===== src/hdl/icmpcg_pkg.sv =====
// Shared types, constants and checksum arithmetic for the ICMPv6 checksum generator.
// Used by the front, queue, back and top-level modules; depends on nothing else.
package icmpcg_pkg;

    localparam int DEFAULT_MAX_PAYLOAD = 2048;
    localparam int QUEUE_DEPTH = 4;
    localparam int QPTR_W = $clog2(QUEUE_DEPTH);
    localparam int QCNT_W = $clog2(QUEUE_DEPTH + 1);
    localparam int S_TDATA_W = 144;
    localparam int M_TDATA_W = 16;

    typedef enum logic [1:0] {
        CMD_ADDR    = 2'd0,
        CMD_HEADER  = 2'd1,
        CMD_PAYLOAD = 2'd2
    } cmd_t;

    typedef enum logic {
        KIND_SUM  = 1'b0,
        KIND_BYTE = 1'b1
    } kind_t;

    typedef struct packed {
        kind_t       kind;
        logic        fin;
        logic [15:0] data;
    } item_t;

    function automatic logic [15:0] oc_add(input logic [15:0] a, input logic [15:0] b);
        logic [16:0] s;
        logic [16:0] f;
        s = {1'b0, a} + {1'b0, b};
        f = {1'b0, s[15:0]} + {16'd0, s[16]};
        return f[15:0];
    endfunction

    function automatic logic [15:0] csum_fold(input logic [18:0] x);
        logic [16:0] f1;
        logic [16:0] f2;
        f1 = {1'b0, x[15:0]} + {14'd0, x[18:16]};
        f2 = {1'b0, f1[15:0]} + {16'd0, f1[16]};
        return f2[15:0];
    endfunction

endpackage


===== src/hdl/icmpv6_checksum_generator_core.sv =====
// Accepted words go into the queue; each packet's result is then registered onto m_tdata.
// Throughput: one word per cycle, set by the single end-around-carry add in the back end.
// A four-entry queue keeps input flowing while a result waits on m_tready, until it is full.
// Reset (aresetn low, synchronous) empties the queue, clears the accumulator,
// the held byte and the pending result.
module icmpv6_checksum_generator_core #(
    parameter int MAX_PAYLOAD = icmpcg_pkg::DEFAULT_MAX_PAYLOAD
) (
    input  logic                             aclk,
    input  logic                             aresetn,
    input  logic                             s_tvalid,
    output logic                             s_tready,
    // tdata from bit 0: addr_chunk(64), next_header(8), msg_type(8), msg_code(8),
    // ident(16), sequence_req(16), payload_length(12), payload_byte(8), zero pad(4)
    input  logic [icmpcg_pkg::S_TDATA_W-1:0] s_tdata,
    input  logic                             s_tlast,
    // tuser from bit 0: command(2)
    input  logic [1:0]                       s_tuser,
    output logic                             m_tvalid,
    input  logic                             m_tready,
    // tdata from bit 0: checksum_value(16)
    output logic [icmpcg_pkg::M_TDATA_W-1:0] m_tdata
);
    import icmpcg_pkg::*;

    logic  q_full;
    logic  q_push;
    logic  q_empty;
    logic  q_pop;
    item_t q_item;
    item_t q_head;

    icmpcg_front #(
        .MAX_PAYLOAD(MAX_PAYLOAD)
    ) u_front (
        .s_tvalid (s_tvalid),
        .s_tready (s_tready),
        .s_tdata  (s_tdata),
        .s_tlast  (s_tlast),
        .s_tuser  (s_tuser),
        .q_full   (q_full),
        .q_push   (q_push),
        .q_item   (q_item)
    );

    icmpcg_queue u_queue (
        .aclk      (aclk),
        .aresetn   (aresetn),
        .push      (q_push),
        .push_item (q_item),
        .full      (q_full),
        .pop       (q_pop),
        .empty     (q_empty),
        .head_item (q_head)
    );

    icmpcg_back u_back (
        .aclk     (aclk),
        .aresetn  (aresetn),
        .q_empty  (q_empty),
        .q_head   (q_head),
        .q_pop    (q_pop),
        .m_tvalid (m_tvalid),
        .m_tready (m_tready),
        .m_tdata  (m_tdata)
    );

endmodule


===== src/hdl/icmpcg_front.sv =====
// Front end: accepts input words, drops unused commands, reduces each address or
// header word to a folded partial sum and passes payload bytes on. Depends on icmpcg_pkg.
module icmpcg_front #(
    parameter int MAX_PAYLOAD = icmpcg_pkg::DEFAULT_MAX_PAYLOAD
) (
    input  logic                                s_tvalid,
    output logic                                s_tready,
    // tdata from bit 0: addr_chunk(64), next_header(8), msg_type(8), msg_code(8),
    // ident(16), sequence_req(16), payload_length(12), payload_byte(8), zero pad(4)
    input  logic [icmpcg_pkg::S_TDATA_W-1:0]    s_tdata,
    input  logic                                s_tlast,
    // tuser from bit 0: command(2)
    input  logic [1:0]                          s_tuser,
    input  logic                                q_full,
    output logic                                q_push,
    output icmpcg_pkg::item_t                   q_item
);
    import icmpcg_pkg::*;

    logic [63:0] addr_chunk;
    logic [7:0]  next_header;
    logic [7:0]  msg_type;
    logic [7:0]  msg_code;
    logic [15:0] ident;
    logic [15:0] sequence_req;
    logic [11:0] payload_length;
    logic [7:0]  payload_byte;
    logic [15:0] plen_sat;
    logic [15:0] ulen;
    logic [18:0] chunk_sum;
    logic [18:0] header_sum;
    logic        valid_cmd;
    cmd_t        cmd;

    assign addr_chunk     = s_tdata[63:0];
    assign next_header    = s_tdata[71:64];
    assign msg_type       = s_tdata[79:72];
    assign msg_code       = s_tdata[87:80];
    assign ident          = s_tdata[103:88];
    assign sequence_req   = s_tdata[119:104];
    assign payload_length = s_tdata[131:120];
    assign payload_byte   = s_tdata[139:132];
    assign cmd            = cmd_t'(s_tuser);

    assign plen_sat = (32'(payload_length) > MAX_PAYLOAD) ? 16'(MAX_PAYLOAD)
                                                           : {4'd0, payload_length};
    assign ulen = plen_sat + 16'd8;

    assign chunk_sum = {3'd0, addr_chunk[63:48]} + {3'd0, addr_chunk[47:32]}
                     + {3'd0, addr_chunk[31:16]} + {3'd0, addr_chunk[15:0]};
    assign header_sum = {3'd0, ulen} + {11'd0, next_header} + {3'd0, msg_type, msg_code}
                      + {3'd0, ident} + {3'd0, sequence_req};

    assign s_tready = !q_full;
    assign q_push   = s_tvalid && s_tready && valid_cmd;

    always_comb begin
        valid_cmd   = 1'b1;
        q_item.kind = KIND_SUM;
        q_item.fin  = 1'b0;
        q_item.data = 16'd0;
        unique case (cmd)
            CMD_ADDR: begin
                q_item.data = csum_fold(chunk_sum);
            end
            CMD_HEADER: begin
                q_item.data = csum_fold(header_sum);
                q_item.fin  = (plen_sat == 16'd0);
            end
            CMD_PAYLOAD: begin
                q_item.kind = KIND_BYTE;
                q_item.data = {8'd0, payload_byte};
                q_item.fin  = s_tlast;
            end
            default: begin
                valid_cmd = 1'b0;
            end
        endcase
    end

endmodule


===== src/hdl/icmpcg_queue.sv =====
// Short register queue that decouples the front end from the accumulator.
// Depends on icmpcg_pkg for the item type and depth constants.
module icmpcg_queue (
    input  logic              aclk,
    input  logic              aresetn,
    input  logic              push,
    input  icmpcg_pkg::item_t push_item,
    output logic              full,
    input  logic              pop,
    output logic              empty,
    output icmpcg_pkg::item_t head_item
);
    import icmpcg_pkg::*;

    item_t              mem_reg [QUEUE_DEPTH];
    logic [QPTR_W-1:0]  wr_ptr_reg;
    logic [QPTR_W-1:0]  wr_ptr_next;
    logic [QPTR_W-1:0]  rd_ptr_reg;
    logic [QPTR_W-1:0]  rd_ptr_next;
    logic [QCNT_W-1:0]  count_reg;
    logic [QCNT_W-1:0]  count_next;

    assign full      = (count_reg == QCNT_W'(QUEUE_DEPTH));
    assign empty     = (count_reg == '0);
    assign head_item = mem_reg[rd_ptr_reg];

    always_comb begin
        wr_ptr_next = push ? wr_ptr_reg + 1'b1 : wr_ptr_reg;
        rd_ptr_next = pop ? rd_ptr_reg + 1'b1 : rd_ptr_reg;
        count_next  = count_reg;
        if (push && !pop) begin
            count_next = count_reg + 1'b1;
        end else if (pop && !push) begin
            count_next = count_reg - 1'b1;
        end
    end

    always_ff @(posedge aclk) begin
        if (!aresetn) begin
            wr_ptr_reg <= '0;
            rd_ptr_reg <= '0;
            count_reg  <= '0;
        end else begin
            wr_ptr_reg <= wr_ptr_next;
            rd_ptr_reg <= rd_ptr_next;
            count_reg  <= count_next;
        end
    end

    always_ff @(posedge aclk) begin
        if (push) begin
            mem_reg[wr_ptr_reg] <= push_item;
        end
    end

    assert property (@(posedge aclk) disable iff (!aresetn)
        count_reg <= QCNT_W'(QUEUE_DEPTH))
        else $error("queue count exceeds depth");

    assert property (@(posedge aclk) disable iff (!aresetn)
        full |-> !push)
        else $error("push into a full queue");

    assert property (@(posedge aclk) disable iff (!aresetn)
        empty |-> !pop)
        else $error("pop from an empty queue");

endmodule


===== src/hdl/icmpcg_back.sv =====
// Back end: one's-complement accumulator, odd byte pairing and result register.
// Depends on icmpcg_pkg for the item type and the end-around-carry add.
module icmpcg_back (
    input  logic                             aclk,
    input  logic                             aresetn,
    input  logic                             q_empty,
    input  icmpcg_pkg::item_t                q_head,
    output logic                             q_pop,
    output logic                             m_tvalid,
    input  logic                             m_tready,
    // tdata from bit 0: checksum_value(16)
    output logic [icmpcg_pkg::M_TDATA_W-1:0] m_tdata
);
    import icmpcg_pkg::*;

    logic [15:0] sum_reg;
    logic [15:0] sum_next;
    logic [7:0]  held_reg;
    logic [7:0]  held_next;
    logic        odd_reg;
    logic        odd_next;
    logic        out_valid_reg;
    logic        out_valid_next;
    logic [15:0] out_data_reg;
    logic [15:0] out_data_next;
    logic [15:0] word;
    logic [15:0] sum_new;

    assign q_pop = !q_empty && (!q_head.fin || !out_valid_reg || m_tready);

    always_comb begin
        sum_next  = sum_reg;
        held_next = held_reg;
        odd_next  = odd_reg;
        word      = 16'd0;
        case (q_head.kind)
            KIND_SUM: begin
                word      = q_head.data;
                held_next = 8'd0;
                odd_next  = 1'b0;
            end
            KIND_BYTE: begin
                if (odd_reg) begin
                    word      = {held_reg, q_head.data[7:0]};
                    held_next = 8'd0;
                    odd_next  = 1'b0;
                end else if (q_head.fin) begin
                    word = {q_head.data[7:0], 8'd0};
                end else begin
                    held_next = q_head.data[7:0];
                    odd_next  = 1'b1;
                end
            end
            default: begin
                word = 16'd0;
            end
        endcase
        sum_new  = oc_add(sum_reg, word);
        sum_next = sum_new;
        if (q_head.fin) begin
            sum_next  = 16'd0;
            held_next = 8'd0;
            odd_next  = 1'b0;
        end
    end

    always_comb begin
        out_valid_next = out_valid_reg && !m_tready;
        out_data_next  = out_data_reg;
        if (q_pop && q_head.fin) begin
            out_valid_next = 1'b1;
            out_data_next  = ~sum_new;
        end
    end

    always_ff @(posedge aclk) begin
        if (!aresetn) begin
            sum_reg       <= 16'd0;
            held_reg      <= 8'd0;
            odd_reg       <= 1'b0;
            out_valid_reg <= 1'b0;
        end else begin
            if (q_pop) begin
                sum_reg  <= sum_next;
                held_reg <= held_next;
                odd_reg  <= odd_next;
            end
            out_valid_reg <= out_valid_next;
        end
    end

    always_ff @(posedge aclk) begin
        out_data_reg <= out_data_next;
    end

    assign m_tvalid = out_valid_reg;
    assign m_tdata  = out_data_reg;

    assert property (@(posedge aclk) disable iff (!aresetn)
        q_pop && q_head.fin |=> m_tvalid)
        else $error("finished packet did not raise a result");

    assert property (@(posedge aclk) disable iff (!aresetn)
        q_pop && q_head.fin |=> sum_reg == 16'd0 && !odd_reg && held_reg == 8'd0)
        else $error("accumulator not cleared after a result");

    assert property (@(posedge aclk) disable iff (!aresetn)
        !odd_reg |-> held_reg == 8'd0)
        else $error("held byte present without odd phase");

    assert property (@(posedge aclk) disable iff (!aresetn)
        m_tvalid && !m_tready |=> m_tvalid)
        else $error("pending result dropped");

endmodule


===== config.mk =====
export PLATFORM = sky130hd
export DESIGN_NAME = icmpv6_checksum_generator_core
export DESIGN_NICKNAME = d
export VERILOG_FILES = /design/src/hdl/icmpcg_pkg.sv /design/src/hdl/icmpv6_checksum_generator_core.sv /design/src/hdl/icmpcg_front.sv /design/src/hdl/icmpcg_queue.sv /design/src/hdl/icmpcg_back.sv
export SDC_FILE = /design/constraint.sdc
export NUM_CORES = 1
export LEC_CHECK = 0
export BUFFER_PORTS_ARGS = -buffer_cell sky130_fd_sc_hd__buf_2
export CAP_MARGIN = 30
export CORE_MARGIN = 2
export CORE_UTILIZATION = 35
export CTS_CLUSTER_SIZE = 28
export DETAILED_ROUTE_END_ITERATION = 16
export PLACE_DENSITY = 0.65
export SYNTH_ARGS = -nofsm -noshare
export SYNTH_HDL_FRONTEND = slang
export SYNTH_SLANG_ARGS = --single-unit

===== constraint.sdc =====
create_clock -name aclk -period 19.7 [get_ports aclk]
set_input_delay 0.985 -clock aclk [delete_from_list [all_inputs] [get_ports aclk]]
set_output_delay 0.985 -clock aclk [all_outputs]
set_load 0.01 [all_outputs]

# After elaboration in Yosys (flattened, before gate mapping)
# Memories as Yosys holds them, arrays and structs flattened. A register that Yosys moved wholly into a read port is not among the register bits.
# Cells that the tools add are included.
# word_totals
ff_bits	49
ram_bits	72
in_bits	151
out_inout_bits	18
elab_cells	76
memories	1
# memory_table
name	words	word_bits	rd	rd_ports_with_merged_regs	write_ports	line	source
u_queue.mem_reg	4	18	1	1	1	icmpcg_queue.sv:15	item_t mem_reg [QUEUE_DEPTH];
# op_classes
addsub	18
n_lt_le_gt_ge	1
n_eq_ne	3
muxes	22
n_bitwise	2
n_reduce_logical	21
# ops
cell	count
adder 19 x 16 -> 19 bit	5
adder 16 x 1 -> 16 bit	3
two-way mux 16 bit	3
one-hot mux 16 bit (3 select lines)	1
adder 16 x 16 -> 17 bit	2
adder 16 x 3 -> 17 bit	2
one-hot mux 16 bit (2 select lines)	1
adder 16 x 8 -> 17 bit	1
adder 16 x 4 -> 16 bit (second input constant)	1
zero test 16 bit	1
two-way mux 8 bit	2
NOT 16 bit	1
one-hot mux 8 bit (2 select lines)	1
> comparator 12 bit (second input constant)	1
two-way mux 12 bit	1
logical AND 1 bit	7
zero test 1 bit	7
two-way mux 1 bit	7
two-way mux 3 bit	2
adder 2 x 1 -> 2 bit (second input constant)	2
two-way mux 2 bit	2
one-hot mux 1 bit (2 select lines)	2
adder 3 x 1 -> 3 bit (second input constant)	1
== test 3 bit (second input constant)	1
9 further kinds	10

# Logic depth before layout (Yosys ltp)
# Gate-level depths: netlist (run 1).
# logic_depth
ltp_word	10
mapped_depth	42
ltp_nobuf	40

# By module
# From an unflattened synthesis (run 1), not the netlist that was laid out.
# unflattened
hier_cells	1093
area_unflattened_um2	11432.2
# modules_own_cells
module	instances	cells_per_inst	area_per_inst_um2	seq_area_each_um2
icmpcg_front	1	618	5342.6	0.0
icmpcg_queue	1	137	3084.2	2342.2
icmpcg_back	1	338	3005.4	1001.0

# Worst setup path after synthesis (run 1)
# OpenSTA, ideal clock, no wires.
# synth_timing
kind	input to register
from	input port s_tdata[131] (netlist bit)
to	memory u_queue.mem_reg[0][6] (netlist bit) (data pin)
setup_time_ns	0.277
t_arrival_ns	7.982
slack_ns	11.441
cell_stages	40
path_buffers	2
cell_sequence	clkbuf_1 -> nor2b_1 -> ha_1 -> a21o_1 -> a21oi_1 -> o21bai_1 -> a21oi_1 -> o21bai_1 -> a21oi_1 -> nor2b_1 -> o21a_1 -> xnor2_1 -> fa_1 -> inv_1 -> fa_1 -> inv_1 -> ha_1 -> clkbuf_1 -> (+4 left out) -> nand2_1 -> a21o_1 -> a21oi_1 -> xnor2_1 -> ha_1 -> fa_1 -> and3_1 -> nand3_1 -> nor2_1 -> and3_1 -> ha_1 -> ha_1 -> nand2_1 -> nor2_1 -> nor2_1 -> xor2_1 -> a222oi_1 -> nor2_1
# synth_rtl
element	line	source
from (decl)	icmpv6_checksum_generator_core.sv:15	input logic [icmpcg_pkg::S_TDATA_W-1:0] s_tdata,
to (decl)	icmpcg_queue.sv:15	

==> results of run 1 <==
==> cell type report <==
class / count / area, µm²
fillers: 3252 / 19200
multi-input cells: 910 / 7510
flip-flops and latches: 123 / 3340
repair buffers: 167 / 843
inverters: 175 / 657
well taps: 442 / 553
clock buffers: 17 / 425
clock inverters: 15 / 174
diodes: 1 / 2.50
==> path summary, 6_finish.rpt <==
| kind | from | endpoint | slack [ns] | depth (start not counted) |
|---|---|---|---|---|
| worst min register to register | u_back.sum_reg[0]$_SDFFE_PN0P_ | u_back.sum_reg[0]$_SDFFE_PN0P_ | 0.49 | 2 |
| worst max-delay path | s_tdata[32] | u_queue.mem_reg[0][14]$_DFFE_PP_ | 10.54 | 38 |
| worst max register to register | flop | u_back.sum_reg[14]$_SDFFE_PN0P_ | 14.10 | 23 |
| worst min-delay path | u_back.sum_reg[0]$_SDFFE_PN0P_ | u_back.sum_reg[0]$_SDFFE_PN0P_ | 0.49 | 2 |
==> cells in the final DEF (no fill, tap or decap), types with 9 or more instances in the layout <==
master and instances:
xor2_1 40, and2_1 38, and3_1 22, mux4_2 18, a22oi_1 10, nor3_1 18
dfxtp_1 35, nand2b_1 16, fa_1 53, ha_1 96, o21bai_1 10, inv_6 9
a21oi_1 74, clkbuf_16 17, nor4_1 11, edfxtp_1 88, nor2_1 91, nor2b_1 22
nand3_1 47, buf_2 164, o21ai_0 38, a211oi_1 11, a21o_1 24, nand2_1 39
inv_1 175, xnor2_1 71, nand4_1 16
==> critical path, delay by kind of cell <==
kind                     cells  cell delay, ns
XOR/XNOR                     3            0.68
buffers and inverters        3            0.21
AO/OA/AOI/OAI               12            2.30
adder cells (fa/ha/maj)      8            2.42
AND/OR/NAND/NOR             12            2.73
==> per-layer routing <==
metal | track usage [%] | up-vias | wire, µm
met2 | 25.4 | 203 | 12200
met4 | 3.30 | 4 | 308
met1 | 18.9 | 4343 | 11900
li1 | - | 4702 | -
met5 | 0 | - | 23
met3 | 2.63 | 25 | 1160
==> per-stage QoR <==
stage                     worst slack (ns)  cell area, µm²  std cells  hold slack, ns
after global placement               10.23           12900       1817           0.473
final                                10.54           13500       1850           0.491
after detailed placement             10.09           12900       1817           0.487
after CTS                            10.54           13500       1849           0.495
after floorplan                      11.44           11700       1243           0.459
after global routing                  9.78           13500       1849           0.525
==> cell families after synthesis <==
family          after synthesis
simple gates                360
compound gates              259
buf+inv                     210
fa+ha+maj                   151
flops                       123
xor+xnor                    115
mux                          23
other cells                   1
==> power by group through the flow <==
stage | sequential, mW | clock [mW] | combinational [mW]
final | 0.397 | 0.315 | 1.34
after global routing | 0.403 | 0.332 | 1.49
after CTS | 0.397 | 0.321 | 1.34
after global placement | 0.400 | 0 | 1.31
after floorplan | 0.400 | 0 | 0.977
after detailed placement | 0.402 | 0 | 1.33
==> impl_metrics.py, run 1 <==
metrics = {
    "synthesis": {
        "synth-edff-count": 88,
        "synth_top_cell_area_share_pct": 22.6,
        "ys.flop_type": "edfxtp_1",
        "synth_commonest_cells": "inv_1, ha_1, nor2_1, edfxtp_1, a21oi_1",
        "ys.warnings.count": 0,
        "synthMuxAreaShare_pct": 3.91,
        "yosysUniqueCellTypes": 91,
        "yosysMostFrequentCell": "inv_1",
        "synthCells": 1242,
        "async_flop_share_pct": 0,
        "synth_compound_area_share_pct": 15.2,
        "netlist_area_mm2": 0.0117,
        "synth_fa_ha_area_share_pct": 19.6,
        "ys_seq_elements": 123,
        "synth_top_family_by_area": "adder cells",
        "synth_area_per_cell_um2": 9.40,
        "seq_area_frac_synth_pct": 28.6,
        "synth_xor_area_share_pct": 8.99,
        "yosys.area_share.simple_pct": 16.6,
        "synth_top_cell_by_area": "edfxtp_1",
        "synth_area_leaders": "edfxtp_1, ha_1, fa_1",
    },
    "clock_network": {
        "hold_buffers": 0,
        "cts_root_buf": "clkbuf_16",
        "clk_latency_ns": 0.42,
        "post_cts_buffers": 0,
        "cts_sinks": 123,
        "path_clk_slew_ns": 0.06,
        "cts_tree": "built",
        "cts_buffers": 17,
        "htreeDepth": 4,
        "clockBufferDepth": 2,
        "cts_resized": 0,
    },
    "critical_path": {
        "cp.arrival_ns": 9.32,
        "startpoint_type": "input port",
        "cp_slowest_stage_delay_ns": 0.75,
        "worst-setup-path-type": "in -> reg",
        "crit_fanout": 8,
        "worstPathRequired_ns": 19.86,
        "cp-end-kind": "flop",
        "slowest_stage": "nor4_1",
        "cpMostUsedCell": "ha_1",
    },
    "placed_design": {
        "io_buffers": 164,
        "dp.final_hpwl_um": 20400,
        "place_congestion": 0.865,
    },
    "die": {
        "rows": 66,
        "core_mm2": 0.0327,
        "start_util_pct": 35.7,
        "dieWidth_um": 187,
        "io-pin-count": 169,
        "die_y_um": 187,
        "die_area_mm2": 0.0348,
    },
    "pwr": {
        "pwr-share-clk_pct": 15.4,
        "p_sw_share_pct": 46.6,
        "pwr-share-comb_pct": 65.2,
        "pwr_density_cell_mw_per_mm2": 152,
        "p_int_mw": 1.09,
        "seqPwrFrac_pct": 19.4,
        "finalPower_mw": 2.05,
        "p_leak_nw": 5.92,
        "p_sw_mw": 0.954,
        "ir_drop_v": 0.0000775,
    },
    "global_routing": {
        "grt_pass1_wl_um": 42300,
        "grt_max_degree": 35,
        "grt_util_all_layers_pct": 14.6,
        "grt_pass1_vias": 8991,
        "grt.overflow.total": 0,
        "antenna_found_initial": 3,
    },
    "timing": {
        "timing.fmax_mhz": 109,
        "setup_violations": 0,
        "final_hold_viol_count": 0,
        "fin_skew_ns": 0.0105,
        "fin_crit_sh_pct": 46.5,
        "min_period_ns": 9.16,
        "slew_viol_final": 0,
        "tightest_slew_ns": 0.948,
        "rsz0062_at_grt": "no",
        "slew_headroom_pct": 36.8,
        "fin_tns_setup_ns": 0,
    },
    "drt": {
        "wl_um": 25500,
        "vias_per_cell": 5.01,
        "drc_errors": 0,
        "post_drt_wl_per_cell_um": 13.8,
        "drtPass1Iterations": 5,
        "vias": 9277,
        "drtAntennaViolNets": 0,
        "initialDrtViolationCount": 435,
    },
    "finish": {
        "final_nets": 1694,
        "drive_gt1_share_pct": 17.4,
        "final_core_util_pct": 41.3,
        "synthToLayoutAreaGrowth_pct": 15.7,
        "largest_reg_flops": 72,
    },
    "status": {
        "status": "finished, final reports clean",
    },
    "worst_hold_path": {
        "hp-class": "reg -> reg",
    },
    "run": {
        "maxCapViolations": 0,
    },
}
(Power assumes the default switching activity.)
==> run 2: changes to the inputs <==
--- a/config.mk
+++ b/config.mk
@@ -11,7 +11,7 @@
 export CORE_UTILIZATION = 35
 export CTS_CLUSTER_SIZE = 28
 export DETAILED_ROUTE_END_ITERATION = 16
-export PLACE_DENSITY = 0.65
+export PLACE_DENSITY = 0.67
 export SYNTH_ARGS = -nofsm -noshare
 export SYNTH_HDL_FRONTEND = slang
 export SYNTH_SLANG_ARGS = --single-unit
==> constraint.sdc (replaced) <==
create_clock -name aclk -period 7.7 [get_ports aclk]
set_input_delay 0.385 -clock aclk [delete_from_list [all_inputs] [get_ports aclk]]
set_output_delay 0.385 -clock aclk [all_outputs]
set_load 0.01 [all_outputs]
==> run 2 against run 1 <==
Combinational power rose to 2.7 times the previous value. Critical path depth rose by 1. Flip-flop and latch count is the same. Clock-buffer cell count unchanged. Via count is 3.3% higher. Routed wire length is 2.2% higher. Clock power grew to 2.6 times the previous value. Die area unchanged. Global-route usage increased by 0.19 points. Power increased to 2.7 times the previous value. Worst hold slack got worse by 0.052 ns. Setup slack worse by 10 ns. Largest cell class unchanged.
==> impl_metrics.py, run 2 (synthesis gave the netlist of run 1 again) <==
metrics = {
    "critical_path": {
        "cpMostUsedCell": "nor2_1",
        "r2r-end": "u_back.sum_reg[14]$_SDFFE_PN0P_",
        "crit_end": "u_queue.mem_reg[0][13]$_DFFE_PP_",
        "ff2ff_path_depth": 23,
        "cp-startpoint": "s_tdata[120]",
        "worstPathRequired_ns": 7.82,
        "cp-end-kind": "flop",
        "crit_fanout": 5,
        "slowest_stage": "fa_1",
        "r2r_setup_slack_ns": 2.11,
        "cp_slowest_stage_delay_ns": 0.50,
        "cp.arrival_ns": 7.42,
        "worst-setup-path-type": "in -> reg",
        "startpoint_type": "input port",
    },
    "placed_design": {
        "place_congestion": 0.881,
        "placed_area_mm2": 0.0134,
        "io_buffers": 164,
        "dp.final_hpwl_um": 20700,
    },
    "drt": {
        "drc_errors": 0,
        "drtAntennaViolNets": 0,
        "initialDrtViolationCount": 442,
        "drtPass1Iterations": 5,
        "vias": 9584,
        "wl_um": 26100,
        "vias_per_cell": 4.98,
        "post_drt_wl_per_cell_um": 13.6,
    },
    "finish": {
        "seq_area_mm2": 0.00334,
        "multi_input_area_mm2": 0.00769,
        "final_core_util_pct": 43.6,
        "fill_cells": 3190,
        "drive_gt1_share_pct": 24.3,
        "finalInstanceArea_mm2": 0.0142,
        "final_common_cell": "inv_1",
        "final_nets": 1767,
        "synthToLayoutAreaGrowth_pct": 22.0,
        "mostFrequentLayoutCells": "inv_1, buf_2, ha_1",
        "largest_reg_flops": 72,
    },
    "timing": {
        "fin_skew_ns": 0.00989,
        "slew_headroom_pct": 36.4,
        "final_hold_viol_count": 0,
        "fin_crit_sh_pct": 94.8,
        "setup_violations": 0,
        "timing.fmax_mhz": 137,
        "min_period_ns": 7.30,
        "slew_viol_final": 0,
        "tightest_slew_ns": 0.954,
    },
    "pwr": {
        "ir_drop_v": 0.000211,
        "p_leak_nw": 6.32,
        "pwr_density_cell_mw_per_mm2": 386,
        "finalPower_mw": 5.50,
    },
    "clock_network": {
        "htreeDepth": 4,
        "clockBufferDepth": 2,
        "clk_latency_ns": 0.41,
        "path_clk_slew_ns": 0.06,
        "cts_root_buf": "clkbuf_16",
        "cts_buffers": 17,
        "cts_sinks": 123,
        "cts_tree": "built",
    },
    "run": {
        "maxCapViolations": 0,
    },
    "global_routing": {
        "grt_pass1_vias": 9380,
        "grt_util_all_layers_pct": 14.8,
        "grt.overflow.total": 0,
        "antenna_found_initial": 3,
        "grt_pass1_wl_um": 43500,
        "grt_max_degree": 35,
    },
    "die": {
        "rows": 66,
        "start_util_pct": 35.7,
        "die_y_um": 187,
        "dieWidth_um": 187,
        "io-pin-count": 169,
        "die_area_mm2": 0.0348,
        "core_mm2": 0.0327,
    },
    "worst_hold_path": {
        "hp-class": "in -> reg",
    },
    "status": {
        "status": "finished, final reports clean",
    },
}
[run 2: changes by cell type in the layout (fill, tap and decap cells not counted), sizes merged]
cell	delta
buf	+73
clkinv	+2
diode	+2
clkinvlp	-1
inv	-1
[run 2: through the flow]
stage / setup TNS, ns / hold slack [ns] / setup WS [ns] / std cells
floorplan: 0 / 0.459 / 0.0405 / 1243
global placement: -3.80 / 0.472 / -0.192 / 1888
detailed placement: -7.78 / 0.486 / -0.241 / 1889
CTS: 0 / 0.431 / 0.171 / 1921
global route: -1.52 / 0.457 / -0.0826 / 1922
finish: 0 / 0.439 / 0.404 / 1925
[run 2: timing repair]
action	4_1_cts	5_1_grt
buffers inserted	0	1
gates resized for setup	0	44
hold buffers	0	0
endpoints found under the setup margin	0	52
[run 2: area by class of cell]
class                   instances  share of cell area (%)
clock buffers                  17                    2.99
flip-flops and latches        123                    23.5
clock inverters                15                    1.24
multi-input cells             910                    54.0
inverters                     175                    4.61
well taps                     442                    3.88
repair buffers                240                    9.77
diodes                          3                  0.0527
[run 2: critical path: cells and delay by family]
kind                       cells  cell delay [ns]
buffers and inverters          5             0.51
adders and majority gates      6             2.15
xor gates and xnor gates       2             0.45
AOI/OAI and AO/OA             13             2.44
and+or+nand+nor               13             1.46
[run 2: power breakdown]
group | switching (mW) | internal [mW]
Sequential | 0.0626 | 0.953
Clock | 0.315 | 0.489
Combinational | 2.15 | 1.53
[run 2: worst min-delay path by stage]
stage / from / end / slack, ns / depth (start not counted)
5_1_grt: m_tready / u_back.m_tvalid$_SDFF_PN0_ / 0.46 / 4
3_5_place_dp: u_back.sum_reg[0]$_SDFFE_PN0P_ / u_back.sum_reg[0]$_SDFFE_PN0P_ / 0.49 / 2
4_1_cts: m_tready / u_back.m_tvalid$_SDFF_PN0_ / 0.43 / 4
6_report: m_tready / u_back.m_tvalid$_SDFF_PN0_ / 0.44 / 4
2_1_floorplan: u_back.sum_reg[0]$_SDFFE_PN0P_ / u_back.sum_reg[0]$_SDFFE_PN0P_ / 0.46 / 2
3_3_place_gp: u_back.sum_reg[0]$_SDFFE_PN0P_ / u_back.sum_reg[0]$_SDFFE_PN0P_ / 0.47 / 2
[run 2: layer usage]
layer / track usage (%) / vias up / part of all wire [%] / wire length [µm]
met5: 0 / - / 0 / 0
met2: 26.3 / 226 / 48 / 12500
met3: 2.20 / 22 / 4.3 / 1130
met4: 2.20 / 0 / 0.77 / 202
li1: - / 4855 / - / -
met1: 19.5 / 4481 / 47 / 12200
==> run 3: changes to the inputs <==
==> constraint.sdc (replaced) <==
create_clock -name aclk -period 7.7 [get_ports aclk]
set_input_delay 1.54 -clock aclk [delete_from_list [all_inputs] [get_ports aclk]]
set_output_delay 1.54 -clock aclk [all_outputs]
set_load 0.01 [all_outputs]
==> run 3 against run 2 <==
The flow now finishes with violations (negative setup slack). Combinational power rose by 26%. Utilization up 6.4 points. Sequential share of layout area is 3.0 points lower. Non-clock buffer count up 174. Power grew 18%. First-iteration DRC count up 20%. Clock skew down 0.00083 ns. Clock-buffer cell count did not move. Clock power grew 0.5%. Worst hold slack gained 0.055 ns. Largest cell class unchanged. Largest power group unchanged. Highest routed layer is now met5.
==> impl_metrics.py, run 3 (synthesis gave the netlist of run 1 again) <==
metrics = {
    "status": {
        "status": "finished, violations left",
        "failed_checks": "negative setup slack",
    },
    "die": {
        "die_y_um": 187,
        "die_area_mm2": 0.0348,
        "core_mm2": 0.0327,
        "start_util_pct": 35.7,
        "dieWidth_um": 187,
        "io-pin-count": 169,
        "rows": 66,
    },
    "timing": {
        "slew_headroom_pct": 34.7,
        "rsz0062_at_grt": "yes",
        "timing.fmax_mhz": 124,
        "slew_viol_final": 0,
        "final_hold_viol_count": 0,
        "setup_ws_ns": -0.358,
        "fin_crit_sh_pct": 105,
        "min_period_ns": 8.06,
        "tightest_slew_ns": 0.979,
        "setup_violations": 56,
        "fin_skew_ns": 0.00906,
    },
    "critical_path": {
        "slowest_stage": "fa_1",
        "crit_fanout": 4,
        "cp_slowest_stage_delay_ns": 0.48,
        "worstPathRequired_ns": 7.84,
        "cp-end-kind": "flop",
        "cp.arrival_ns": 8.20,
        "startpoint_type": "input port",
        "cpMostUsedCell": "buf_4",
        "worst-setup-path-type": "in -> reg",
    },
    "clock_network": {
        "cts_sinks": 123,
        "htreeDepth": 4,
        "cts_tree": "built",
        "path_clk_slew_ns": 0.06,
        "clk_latency_ns": 0.42,
        "clockBufferDepth": 2,
        "cts_buffers": 17,
        "cts_root_buf": "clkbuf_16",
    },
    "global_routing": {
        "grt_max_degree": 35,
        "grt_util_all_layers_pct": 16.5,
        "grt.overflow.total": 0,
        "grt_pass1_vias": 10400,
        "grt_pass1_wl_um": 47800,
        "antenna_found_initial": 4,
    },
    "finish": {
        "final_nets": 1941,
        "drive_gt1_share_pct": 38.0,
        "synthToLayoutAreaGrowth_pct": 39.9,
        "largest_reg_flops": 72,
        "mostFrequentLayoutCells": "buf_4, inv_1, buf_2",
        "final_common_cell": "buf_4",
        "fill_cells": 2994,
    },
    "worst_hold_path": {
        "hp-class": "reg -> reg",
    },
    "drt": {
        "drtPass1Iterations": 5,
        "initialDrtViolationCount": 529,
        "post_drt_wl_per_cell_um": 13.9,
        "drc_errors": 0,
        "drtAntennaViolNets": 0,
        "wl_um": 29200,
        "vias": 10300,
        "vias_per_cell": 4.89,
    },
    "pwr": {
        "p_leak_nw": 7.33,
        "finalPower_mw": 6.47,
        "ir_drop_v": 0.000199,
        "pwr_density_cell_mw_per_mm2": 396,
    },
    "placed_design": {
        "dpl_worst_slack_ns": -1.10,
        "io_buffers": 164,
        "dp.final_hpwl_um": 22200,
        "place_congestion": 0.874,
    },
    "run": {
        "maxCapViolations": 0,
    },
}
-- run 3: worst max-delay path, delay by kind of cell --
family / cells / cell delay (ns)
adder cells (fa/ha/maj): 8 / 2.29
XOR/XNOR: 2 / 0.16
AND/OR/NAND/NOR: 6 / 0.87
AO/OA/AOI/OAI: 12 / 2.43
buffers and inverters: 10 / 0.91
-- run 3: cell type report --
class                   instances  area (µm²)  area share [%]
repair buffers                414        2780            17.0
flip-flops and latches        123        3340            20.5
clock buffers                  17         425            2.61
diodes                          3        7.51          0.0460
inverters                     175         657            4.02
well taps                     442         553            3.39
clock inverters                15         176            1.08
multi-input cells             910        8390            51.4
-- run 3: timing repair --
| item | in CTS | in global routing |
|---|---|---|
| buffers inserted | 50 | 14 |
| pin swaps | 92 | 28 |
| setup endpoints to repair | 64 | 64 |
| hold buffers | 0 | 0 |
| resized for setup | 91 | 41 |
-- run 3: worst paths after layout --
kind / start / endpoint / slack, ns / cells after the start
worst max-delay path: s_tdata[48] / u_queue.mem_reg[3][4]$_DFFE_PP_ / -0.36 / 38
worst min-delay path: u_back.sum_reg[0]$_SDFFE_PN0P_ / u_back.sum_reg[0]$_SDFFE_PN0P_ / 0.49 / 2
worst max register to register: flop / u_back.sum_reg[14]$_SDFFE_PN0P_ / 1.98 / 22
worst min register to register: u_back.sum_reg[0]$_SDFFE_PN0P_ / u_back.sum_reg[0]$_SDFFE_PN0P_ / 0.49 / 2
-- run 3: per-layer routing --
layer | share of wire [%] | up-vias | global-route usage [%]
li1 | - | 5194 | -
met1 | 44 | 4799 | 20.3
met2 | 51 | 221 | 29.7
met3 | 4.1 | 40 | 2.78
met4 | 1.6 | 2 | 4.33
met5 | 0.055 | - | 0
-- run 3: power breakdown --
| group | switching, mW | internal, mW | leakage [nW] | total (mW) |
|---|---|---|---|---|
| combinational | 2.49 | 2.14 | 5.93 | 4.63 |
| clock | 0.319 | 0.489 | 0.295 | 0.808 |
| sequential | 0.0821 | 0.953 | 1.10 | 1.04 |
-- run 3: through the flow --
step	area, µm²	utilization (%)	cells	setup TNS (ns)	hold WS (ns)
after floorplan	12000	-	1243	-17.00	0.459
after global placement	14600	44.5	2001	-51.13	0.470
after detailed placement	14600	44.6	2002	-57.91	0.480
after CTS	16000	48.9	2081	-12.22	0.498
after global routing	16300	49.9	2096	-32.66	0.524
final	16300	49.9	2099	-11.69	0.494
